## config.mk

```make
export PLATFORM = sky130hd
export DESIGN_NAME = precedence_expression_evaluator
export DESIGN_NICKNAME = d
export VERILOG_FILES = /design/src/rtl/core/prec_eval_pkg.sv /design/src/rtl/core/precedence_expression_evaluator.sv
export SDC_FILE = /design/constraint.sdc
export NUM_CORES = 2
export LEC_CHECK = 0
export ABC_AREA = 1
export BUFFER_PORTS_ARGS = -buffer_cell sky130_fd_sc_hd__buf_4
export CORE_MARGIN = 2
export CORE_UTILIZATION = 70
export CTS_CLUSTER_DIAMETER = 100
export DETAILED_ROUTE_END_ITERATION = 6
export GPL_ROUTABILITY_DRIVEN = 0
export PLACE_DENSITY = 0.87
export SYNTH_ARGS = -nofsm -noshare
export SYNTH_HDL_FRONTEND = slang
export SYNTH_SLANG_ARGS = --single-unit
```

## constraint.sdc

```tcl
create_clock -name clock -period 34.3 [get_ports clock]
set_input_delay 6.86 -clock clock [delete_from_list [all_inputs] [get_ports clock]]
set_output_delay 6.86 -clock clock [all_outputs]
set_load 0.02 [all_outputs]
```

## src/rtl/core/prec_eval_pkg.sv

```systemverilog
// Shared types and constants for the precedence expression evaluator.
// Depends on nothing; imported by rtl/core/precedence_expression_evaluator.sv.
package prec_eval_pkg;

   // Q16.16 word format
   localparam int WORD_BITS = 32;
   localparam int FRAC_BITS = 16;

   // Widths of the multiply product and of the divide dividend/quotient
   localparam int PROD_BITS = 2 * WORD_BITS;
   localparam int QUO_BITS  = WORD_BITS + FRAC_BITS;
   localparam int MULF_BITS = PROD_BITS - FRAC_BITS + 1;
   localparam int FIX_BITS  = (MULF_BITS > QUO_BITS + 1) ? MULF_BITS : QUO_BITS + 1;
   localparam int STEP_BITS = $clog2(QUO_BITS + 1);

   typedef logic signed [WORD_BITS-1:0] word_type;
   typedef logic [WORD_BITS-1:0]        mag_type;
   typedef logic [1:0]                  op_type;

   // Operator codes
   localparam op_type OP_ADD = 2'd0;
   localparam op_type OP_SUB = 2'd1;
   localparam op_type OP_MUL = 2'd2;
   localparam op_type OP_DIV = 2'd3;

   // Token kinds
   localparam logic KIND_NUMBER   = 1'b0;
   localparam logic KIND_OPERATOR = 1'b1;

   localparam word_type WORD_MAX = {1'b0, {(WORD_BITS-1){1'b1}}};
   localparam word_type WORD_MIN = {1'b1, {(WORD_BITS-1){1'b0}}};

   localparam logic [PROD_BITS-1:0] FRAC_MASK =
      (PROD_BITS'(1) << FRAC_BITS) - PROD_BITS'(1);

endpackage

```

## src/rtl/core/precedence_expression_evaluator.sv

```systemverilog
// Four-function calculator with operator precedence on a token stream.
// Depends on rtl/core/prec_eval_pkg.sv (types, operator codes, word format).
//
// Usage
//   Request channel (req_*): one token per transaction. A number token carries a
//   signed Q16.16 value, an operator token carries add, subtract, multiply or
//   divide. Multiply and divide bind tighter than add and subtract. Set
//   req_end_of_expression on the last token of an expression.
//   Response channel (rsp_*): one transaction per expression, carrying the value
//   and the sticky divide-by-zero and overflow flags; evaluation state then
//   returns to its reset values for the next expression.
// Sequencing
//   Operator tokens and add/subtract numbers: handled in the accept step alone.
//   Multiply numbers: accept, 32x32 multiply, saturate.
//   Divide numbers: accept, 48 steps of the restoring subtract/compare unit
//   (one per quotient bit), saturate; a zero divisor saturates in the accept step.
//   An end token then passes through the emit step to load the response register.
//   req_stall is high while a token is being worked on.
// Reset and stalls
//   Synchronous reset clears the running sum, term, flags and pending operator
//   (add) and empties the response register. The response register holds its
//   transaction while rsp_stall is high; new tokens are still accepted, and only
//   a following end token waits in the emit step for the register to free up.
module precedence_expression_evaluator (
   input  logic                      clock,
   input  logic                      reset,
   input  logic                      req_valid,
   output logic                      req_stall,
   input  logic                      req_token_kind,
   input  prec_eval_pkg::op_type     req_operation,
   input  prec_eval_pkg::word_type   req_number_value,
   input  logic                      req_end_of_expression,
   output logic                      rsp_valid,
   input  logic                      rsp_stall,
   output prec_eval_pkg::word_type   rsp_expression_value,
   output logic                      rsp_divide_by_zero,
   output logic                      rsp_overflow
);
   import prec_eval_pkg::*;

   // Sequencer states
   localparam logic [2:0] ST_IDLE = 3'd0;
   localparam logic [2:0] ST_MUL  = 3'd1;
   localparam logic [2:0] ST_DIV  = 3'd2;
   localparam logic [2:0] ST_FIX  = 3'd3;
   localparam logic [2:0] ST_EMIT = 3'd4;

   localparam logic [STEP_BITS-1:0] DIV_STEPS = STEP_BITS'(QUO_BITS);

   // Control and evaluation state
   logic [2:0]           state_ff, state_in;
   word_type             sum_ff, sum_in;
   word_type             term_ff, term_in;
   op_type               pend_ff, pend_in;
   logic                 zdiv_ff, zdiv_in;
   logic                 ovf_ff, ovf_in;
   logic                 rsp_valid_ff, rsp_valid_in;

   // Working registers of the shared unit
   logic                 end_ff, end_in;
   logic                 neg_ff, neg_in;
   logic                 is_div_ff, is_div_in;
   mag_type              dsr_ff, dsr_in;
   logic [PROD_BITS-1:0] wide_ff, wide_in;
   mag_type              rem_ff, rem_in;
   logic [STEP_BITS-1:0] step_ff, step_in;
   word_type             rsp_value_ff, rsp_value_in;
   logic                 rsp_zdiv_ff, rsp_zdiv_in;
   logic                 rsp_ovf_ff, rsp_ovf_in;

   // Combinational helpers
   logic                 req_accept;
   logic [WORD_BITS:0]   add_wide;
   logic                 add_ovf;
   word_type             add_sat;
   mag_type              term_mag, num_mag;
   logic [QUO_BITS-1:0]  dvd;
   logic [WORD_BITS:0]   rem_sh, rem_diff;
   logic                 rem_ge;
   logic [FIX_BITS-1:0]  fix_mag, fix_limit;
   logic                 fix_round, fix_ovf;
   word_type             fix_word;
   logic                 emit_load;

   assign req_accept = req_valid && !req_stall;
   assign req_stall  = (state_ff != ST_IDLE);

   // Shared saturating adder: always sum plus term
   assign add_wide = {sum_ff[WORD_BITS-1], sum_ff} + {term_ff[WORD_BITS-1], term_ff};
   assign add_ovf  = add_wide[WORD_BITS] != add_wide[WORD_BITS-1];
   assign add_sat  = add_ovf ? (add_wide[WORD_BITS] ? WORD_MIN : WORD_MAX)
                             : word_type'(add_wide[WORD_BITS-1:0]);

   // Operand magnitudes
   assign term_mag = term_ff[WORD_BITS-1] ? (~mag_type'(term_ff) + mag_type'(1))
                                          : mag_type'(term_ff);
   assign num_mag  = req_number_value[WORD_BITS-1]
                     ? (~mag_type'(req_number_value) + mag_type'(1))
                     : mag_type'(req_number_value);

   // Restoring divide step: shift in the next dividend bit, subtract if it fits
   assign dvd      = wide_ff[QUO_BITS-1:0];
   assign rem_sh   = {rem_ff, dvd[QUO_BITS-1]};
   assign rem_ge   = rem_sh >= {1'b0, dsr_ff};
   assign rem_diff = rem_sh - {1'b0, dsr_ff};

   // Result magnitude: quotient as is, product scaled down with floor rounding
   assign fix_round = neg_ff && ((wide_ff & FRAC_MASK) != '0);
   always_comb begin
      if (is_div_ff) begin
         fix_mag = FIX_BITS'(dvd);
      end else begin
         fix_mag = FIX_BITS'(wide_ff >> FRAC_BITS) + FIX_BITS'(fix_round);
      end
   end
   assign fix_limit = neg_ff ? (FIX_BITS'(1) << (WORD_BITS - 1))
                             : FIX_BITS'(WORD_MAX);
   assign fix_ovf   = fix_mag > fix_limit;
   always_comb begin
      if (fix_ovf) begin
         fix_word = neg_ff ? WORD_MIN : WORD_MAX;
      end else if (neg_ff) begin
         fix_word = word_type'(~fix_mag[WORD_BITS-1:0] + mag_type'(1));
      end else begin
         fix_word = word_type'(fix_mag[WORD_BITS-1:0]);
      end
   end

   assign emit_load = (state_ff == ST_EMIT) && (!rsp_valid_ff || !rsp_stall);

   // Sequencer
   always_comb begin
      state_in     = state_ff;
      sum_in       = sum_ff;
      term_in      = term_ff;
      pend_in      = pend_ff;
      zdiv_in      = zdiv_ff;
      ovf_in       = ovf_ff;
      end_in       = end_ff;
      neg_in       = neg_ff;
      is_div_in    = is_div_ff;
      dsr_in       = dsr_ff;
      wide_in      = wide_ff;
      rem_in       = rem_ff;
      step_in      = step_ff;
      rsp_value_in = rsp_value_ff;
      rsp_zdiv_in  = rsp_zdiv_ff;
      rsp_ovf_in   = rsp_ovf_ff;
      rsp_valid_in = rsp_valid_ff && rsp_stall;

      unique case (state_ff)
         ST_IDLE: begin
            if (req_accept) begin
               end_in   = req_end_of_expression;
               state_in = req_end_of_expression ? ST_EMIT : ST_IDLE;
               if (req_token_kind == KIND_OPERATOR) begin
                  pend_in = req_operation;
               end else begin
                  unique case (pend_ff) inside
                     OP_ADD, OP_SUB: begin
                        // Fold the finished term into the sum, start a new term
                        sum_in = add_sat;
                        ovf_in = ovf_ff | add_ovf;
                        if (pend_ff == OP_SUB) begin
                           if (req_number_value == WORD_MIN) begin
                              term_in = WORD_MAX;
                              ovf_in  = 1'b1;
                           end else begin
                              term_in = -req_number_value;
                           end
                        end else begin
                           term_in = req_number_value;
                        end
                     end
                     OP_MUL: begin
                        neg_in    = term_ff[WORD_BITS-1] != req_number_value[WORD_BITS-1];
                        is_div_in = 1'b0;
                        dsr_in    = num_mag;
                        wide_in   = PROD_BITS'(term_mag);
                        state_in  = ST_MUL;
                     end
                     OP_DIV: begin
                        if (req_number_value == '0) begin
                           term_in = term_ff[WORD_BITS-1] ? WORD_MIN : WORD_MAX;
                           zdiv_in = 1'b1;
                        end else begin
                           neg_in    = term_ff[WORD_BITS-1] != req_number_value[WORD_BITS-1];
                           is_div_in = 1'b1;
                           dsr_in    = num_mag;
                           wide_in   = PROD_BITS'({term_mag, {FRAC_BITS{1'b0}}});
                           rem_in    = '0;
                           step_in   = '0;
                           state_in  = ST_DIV;
                        end
                     end
                     default: begin
                     end
                  endcase
               end
            end
         end
         ST_MUL: begin
            wide_in  = PROD_BITS'(wide_ff[WORD_BITS-1:0]) * PROD_BITS'(dsr_ff);
            state_in = ST_FIX;
         end
         ST_DIV: begin
            rem_in  = rem_ge ? rem_diff[WORD_BITS-1:0] : rem_sh[WORD_BITS-1:0];
            wide_in = PROD_BITS'({dvd[QUO_BITS-2:0], rem_ge});
            step_in = step_ff + STEP_BITS'(1);
            if (step_ff == DIV_STEPS - STEP_BITS'(1)) begin
               state_in = ST_FIX;
            end
         end
         ST_FIX: begin
            term_in  = fix_word;
            ovf_in   = ovf_ff | fix_ovf;
            state_in = end_ff ? ST_EMIT : ST_IDLE;
         end
         ST_EMIT: begin
            // Wait for the response register, then clear for the next expression
            if (emit_load) begin
               rsp_value_in = add_sat;
               rsp_zdiv_in  = zdiv_ff;
               rsp_ovf_in   = ovf_ff | add_ovf;
               rsp_valid_in = 1'b1;
               sum_in       = '0;
               term_in      = '0;
               pend_in      = OP_ADD;
               zdiv_in      = 1'b0;
               ovf_in       = 1'b0;
               state_in     = ST_IDLE;
            end
         end
         default: begin
            state_in = ST_IDLE;
         end
      endcase
   end

   always_ff @(posedge clock) begin
      if (reset) begin
         state_ff     <= ST_IDLE;
         sum_ff       <= '0;
         term_ff      <= '0;
         pend_ff      <= OP_ADD;
         zdiv_ff      <= 1'b0;
         ovf_ff       <= 1'b0;
         rsp_valid_ff <= 1'b0;
      end else begin
         state_ff     <= state_in;
         sum_ff       <= sum_in;
         term_ff      <= term_in;
         pend_ff      <= pend_in;
         zdiv_ff      <= zdiv_in;
         ovf_ff       <= ovf_in;
         rsp_valid_ff <= rsp_valid_in;
      end
   end

   always_ff @(posedge clock) begin
      end_ff       <= end_in;
      neg_ff       <= neg_in;
      is_div_ff    <= is_div_in;
      dsr_ff       <= dsr_in;
      wide_ff      <= wide_in;
      rem_ff       <= rem_in;
      step_ff      <= step_in;
      rsp_value_ff <= rsp_value_in;
      rsp_zdiv_ff  <= rsp_zdiv_in;
      rsp_ovf_ff   <= rsp_ovf_in;
   end

   assign rsp_valid            = rsp_valid_ff;
   assign rsp_expression_value = rsp_value_ff;
   assign rsp_divide_by_zero   = rsp_zdiv_ff;
   assign rsp_overflow         = rsp_ovf_ff;

   // Divide step counter stays inside the quotient width
   assert property (@(posedge clock) disable iff (reset)
      (state_ff == ST_DIV) |-> (step_ff < DIV_STEPS))
      else $error("divide step counter out of range");

   // Partial remainder always below the divisor
   assert property (@(posedge clock) disable iff (reset)
      (state_ff == ST_DIV) |-> ({1'b0, rem_ff} < {1'b0, dsr_ff}))
      else $error("divide remainder not below divisor");

   // An end token never drops straight back to idle
   assert property (@(posedge clock) disable iff (reset)
      (req_accept && req_end_of_expression) |=> (state_ff != ST_IDLE))
      else $error("end token accepted without emitting");

   // Emitting a response clears the evaluation state
   assert property (@(posedge clock) disable iff (reset)
      emit_load |=> (sum_ff == '0 && term_ff == '0 && !zdiv_ff && !ovf_ff
                     && pend_ff == OP_ADD && rsp_valid_ff))
      else $error("evaluation state not cleared after emit");

endmodule
```

==> metrics <==
critical path fanouts, max=37; die width=283.8 µm; RSZ-0062 raised after global routing=no; Setup crit end kind=flip-flop; Worst slew margin=0.3022; Die Y=283.8 µm; Setup CP Type=in -> reg; Fin. Hold Viols=0; clk sinks=243; data required time of the worst path=34.76 ns; GRT Total Usage=0.3990; WL/cell=18.77 µm; CTS root buf=clkbuf_16; CTS tree=yes; total grt overflow=0; mean area per synthesized cell=7.294 µm²; cts bufs inserted=27; syn nets=8818; initial antenna violation count=2; vias in the first global route=approximately 51000; Final period util=0.2840; R2R Path Start=dsr_ff[11]$_DFFE_PP_; Yosys reg bits=243; Clock Latency Late Sink=0.60 ns; PortBufs=75; Max Buffers Root-to-Sink=3; class of the worst hold path=reg -> reg; Netlist Area Pre-Place=0.05482 mm²; I/O pins=76; crit path capture=term_ff[27]$_SDFFE_PP0P_; fin nets=around 8700; Setup Viol. Count Final=0; Post-synth EDFFs=between 150 and 200; largest net degree at the start of global routing=71; hpwl dp=~120 mm; YS warnings=0; vias per cell=5.900; fillers=5907; Clock Pin Slew Worst Setup and Hold Paths=0.07 ns; core area=between 0.07 and 0.08 mm²; Synth Flop Type=edfxtp_1; Initial Util=0.7076; FP Rows=about 100; Iteration-0 DRC Markers=5615; status=finished, violations left; Worst Max-Slew Pin Slew=about 1.0 ns; Yosys top cell by area=fa_1; Post CTS Setup Buffer Count=0; max_cap viols=0; post-synth top area share=0.3280; CTS resizes=0; post-synthesis async set-or-reset flop share=0; H-tree depth=1; first-pass GRT wire length=257.8 mm; Seq/Total Area, Yosys=0.1200; maximum clock frequency=102.7 MHz; Startpoint Class=input pin; cell count after synthesis=7515; reg2reg setup slack=26.03 ns; Die Area=around 0.08 mm²; CTS Hold Bufs=0; Synth cell types=64; TNS Setup=0 ns; vias=49660; Arr. time, crit path=10.21 ns; failing checks=design-rule violations; fin. max-slew vios=0; reg2reg path depth=27; clk_skew=approximately 0.033 ns; ANT nets after route=0; CP startpoint=req_number_value[1]; worst reg2reg path endpoint=wide_ff[59]$_DFFE_PP_; aggregate routed wire length=158.0 mm; Residual DRC=14; share of layout cells above drive strength 1=0.04203; drt pass-1 iters=7; min cycle time layout=9.741 ns; ranking of synthesized cells by area=fa_1, nand2_1, inv_1; P&R area growth vs syn=3.752%
synthesized netlist by cell type (17+ instances only):
master	number
edfxtp_1	171
ha_1	365
nand4_1	56
fa_1	898
a31oi_1	36
nor4_1	19
a21o_1	18
nand2_1	1970
a21oi_1	350
xor2_1	76
xnor2_1	48
or2_2	27
buf_4	17
clkbuf_1	313
dfxtp_1	72
o211ai_1	24
nor2_1	409
inv_1	1907
nor3_1	48
nand3_1	212
o21ai_0	263
worst max-delay path, stage by stage:
cell and delay (ns):
buf_4 0.11, inv_1 0.09, ha_1 0.19, nand2_1 0.07, nor2_1 0.28, inv_1 0.09
nor2_2 0.19, nand2_1 0.14, nor2_1 0.26, a211oi_1 0.12, inv_1 0.10, nand2_1 0.58
inv_2 0.72, o21ai_0 0.20, nor2_1 0.15, nor2_1 0.05
sequential cells by signal, summed over array words and instances, names as in the netlist, named ones only:
name,cells
wide_ff,64
ovf_ff,1
end_ff,1
state_ff,3
rem_ff,32
term_ff,31
rsp_expression_value,32
zdiv_ff,1
is_div_ff,1
pend_ff,2
rsp_valid,1
rsp_overflow,1
rsp_divide_by_zero,1
dsr_ff,32
step_ff,6
neg_ff,1
sum_ff,32
cell usage in the layout (no fill, tap or decap), types with 6 or more instances in the layout:
master     instances
inv_2              8
o21a_1            13
clkbuf_16         27
buf_4            161
nand3b_1           8
clkinv_1           6
a22oi_1           15
a211oi_1           7
a21oi_1          349
o221ai_1          13
xnor2_1           48
nor2_2            13
dfxtp_1           72
o21ai_1            6
nand2_1         1969
xor2_1            76
nor3_2             7
a21oi_2            9
or2_2             27
ha_1             365
nand2_2           13
o21bai_1          14
nor4_1            19
o21ai_0          263
o211ai_1          24
nor3_1            44
fa_1             898
a221oi_1          10
a31oi_1           36
nor2_1           405
o2111ai_1         12
nand4_1           56
edfxtp_1         171
inv_1           1906
a21o_1            18
nor2_4            11
nand3_1          212
a21boi_0           6
area by class of cell:
class,count,area [µm²],share of cell area
Clock inverter,17,188.9,0.003322
Tap cell,1040,1301,0.02288
Inverter,1917,7201,0.1266
Multi-Input combinational cell,5004,39670,0.6976
Timing Repair Buffer,161,1209,0.02125
Antenna cell,2,5.005,0.00008800
Clock buffer,33,718.2,0.01263
Sequential cell,243,6576,0.1156
how the worst min path moves through the flow:
stage | start | depth (start not counted) | slack (ns) | endpoint
3_3_place_gp | sum_ff[2]$_SDFFE_PP0P_ | 2 | 0.46 | sum_ff[2]$_SDFFE_PP0P_
5_1_grt | sum_ff[9]$_SDFFE_PP0P_ | 2 | 0.50 | sum_ff[9]$_SDFFE_PP0P_
2_1_floorplan | zdiv_ff$_SDFFE_PP0P_ | 0 | 0.40 | rsp_divide_by_zero$_DFFE_PP_
4_1_cts | sum_ff[2]$_SDFFE_PP0P_ | 2 | 0.47 | sum_ff[2]$_SDFFE_PP0P_
6_report | sum_ff[2]$_SDFFE_PP0P_ | 2 | 0.47 | sum_ff[2]$_SDFFE_PP0P_
3_5_place_dp | sum_ff[2]$_SDFFE_PP0P_ | 2 | 0.46 | sum_ff[2]$_SDFFE_PP0P_
through the flow:
step | util | instance area, µm² | worst slack (ns) | cells | hold WS, ns
5_1_grt | 0.7341 | 56870 | 24.32 | 8415 | 0.4966
2_1_floorplan | - | 54820 | 15.69 | 7515 | 0.4030
3_3_place_gp | 0.7224 | 55960 | 24.16 | 8365 | 0.4580
3_5_place_dp | 0.7224 | 55960 | 24.09 | 8365 | 0.4639
6_report | 0.7342 | 56870 | 24.56 | 8417 | 0.4715
4_1_cts | 0.7341 | 56870 | 24.69 | 8415 | 0.4742
layer usage:
metal / track usage / routed length (µm) / vias up / part of all wire
met5: 0 / 13 / - / 0.000082
met4: 0.2438 / 11800 / 2 / 0.075
met3: 0.08416 / 18140 / 836 / 0.11
met2: 0.6611 / 73010 / 3267 / 0.46
met1: 0.4790 / 55020 / 23510 / 0.35
li1: - / - / 22045 / -
cell families after synthesis:
family                     Yosys count  share of synthesized area
AOI/OAI and AO/OA                  815                    0.08388
xor gates and xnor gates           124                    0.01981
adders and majority gates         1263                     0.4113
buffers and inverters             2268                     0.1572
DFF                                243                     0.1200
muxes                                2                  0.0003652
and+or+nand+nor                   2800                     0.2075
Power is not shown: default switching activity piles up to over one toggle a cycle in this logic, so the estimate is an artifact.
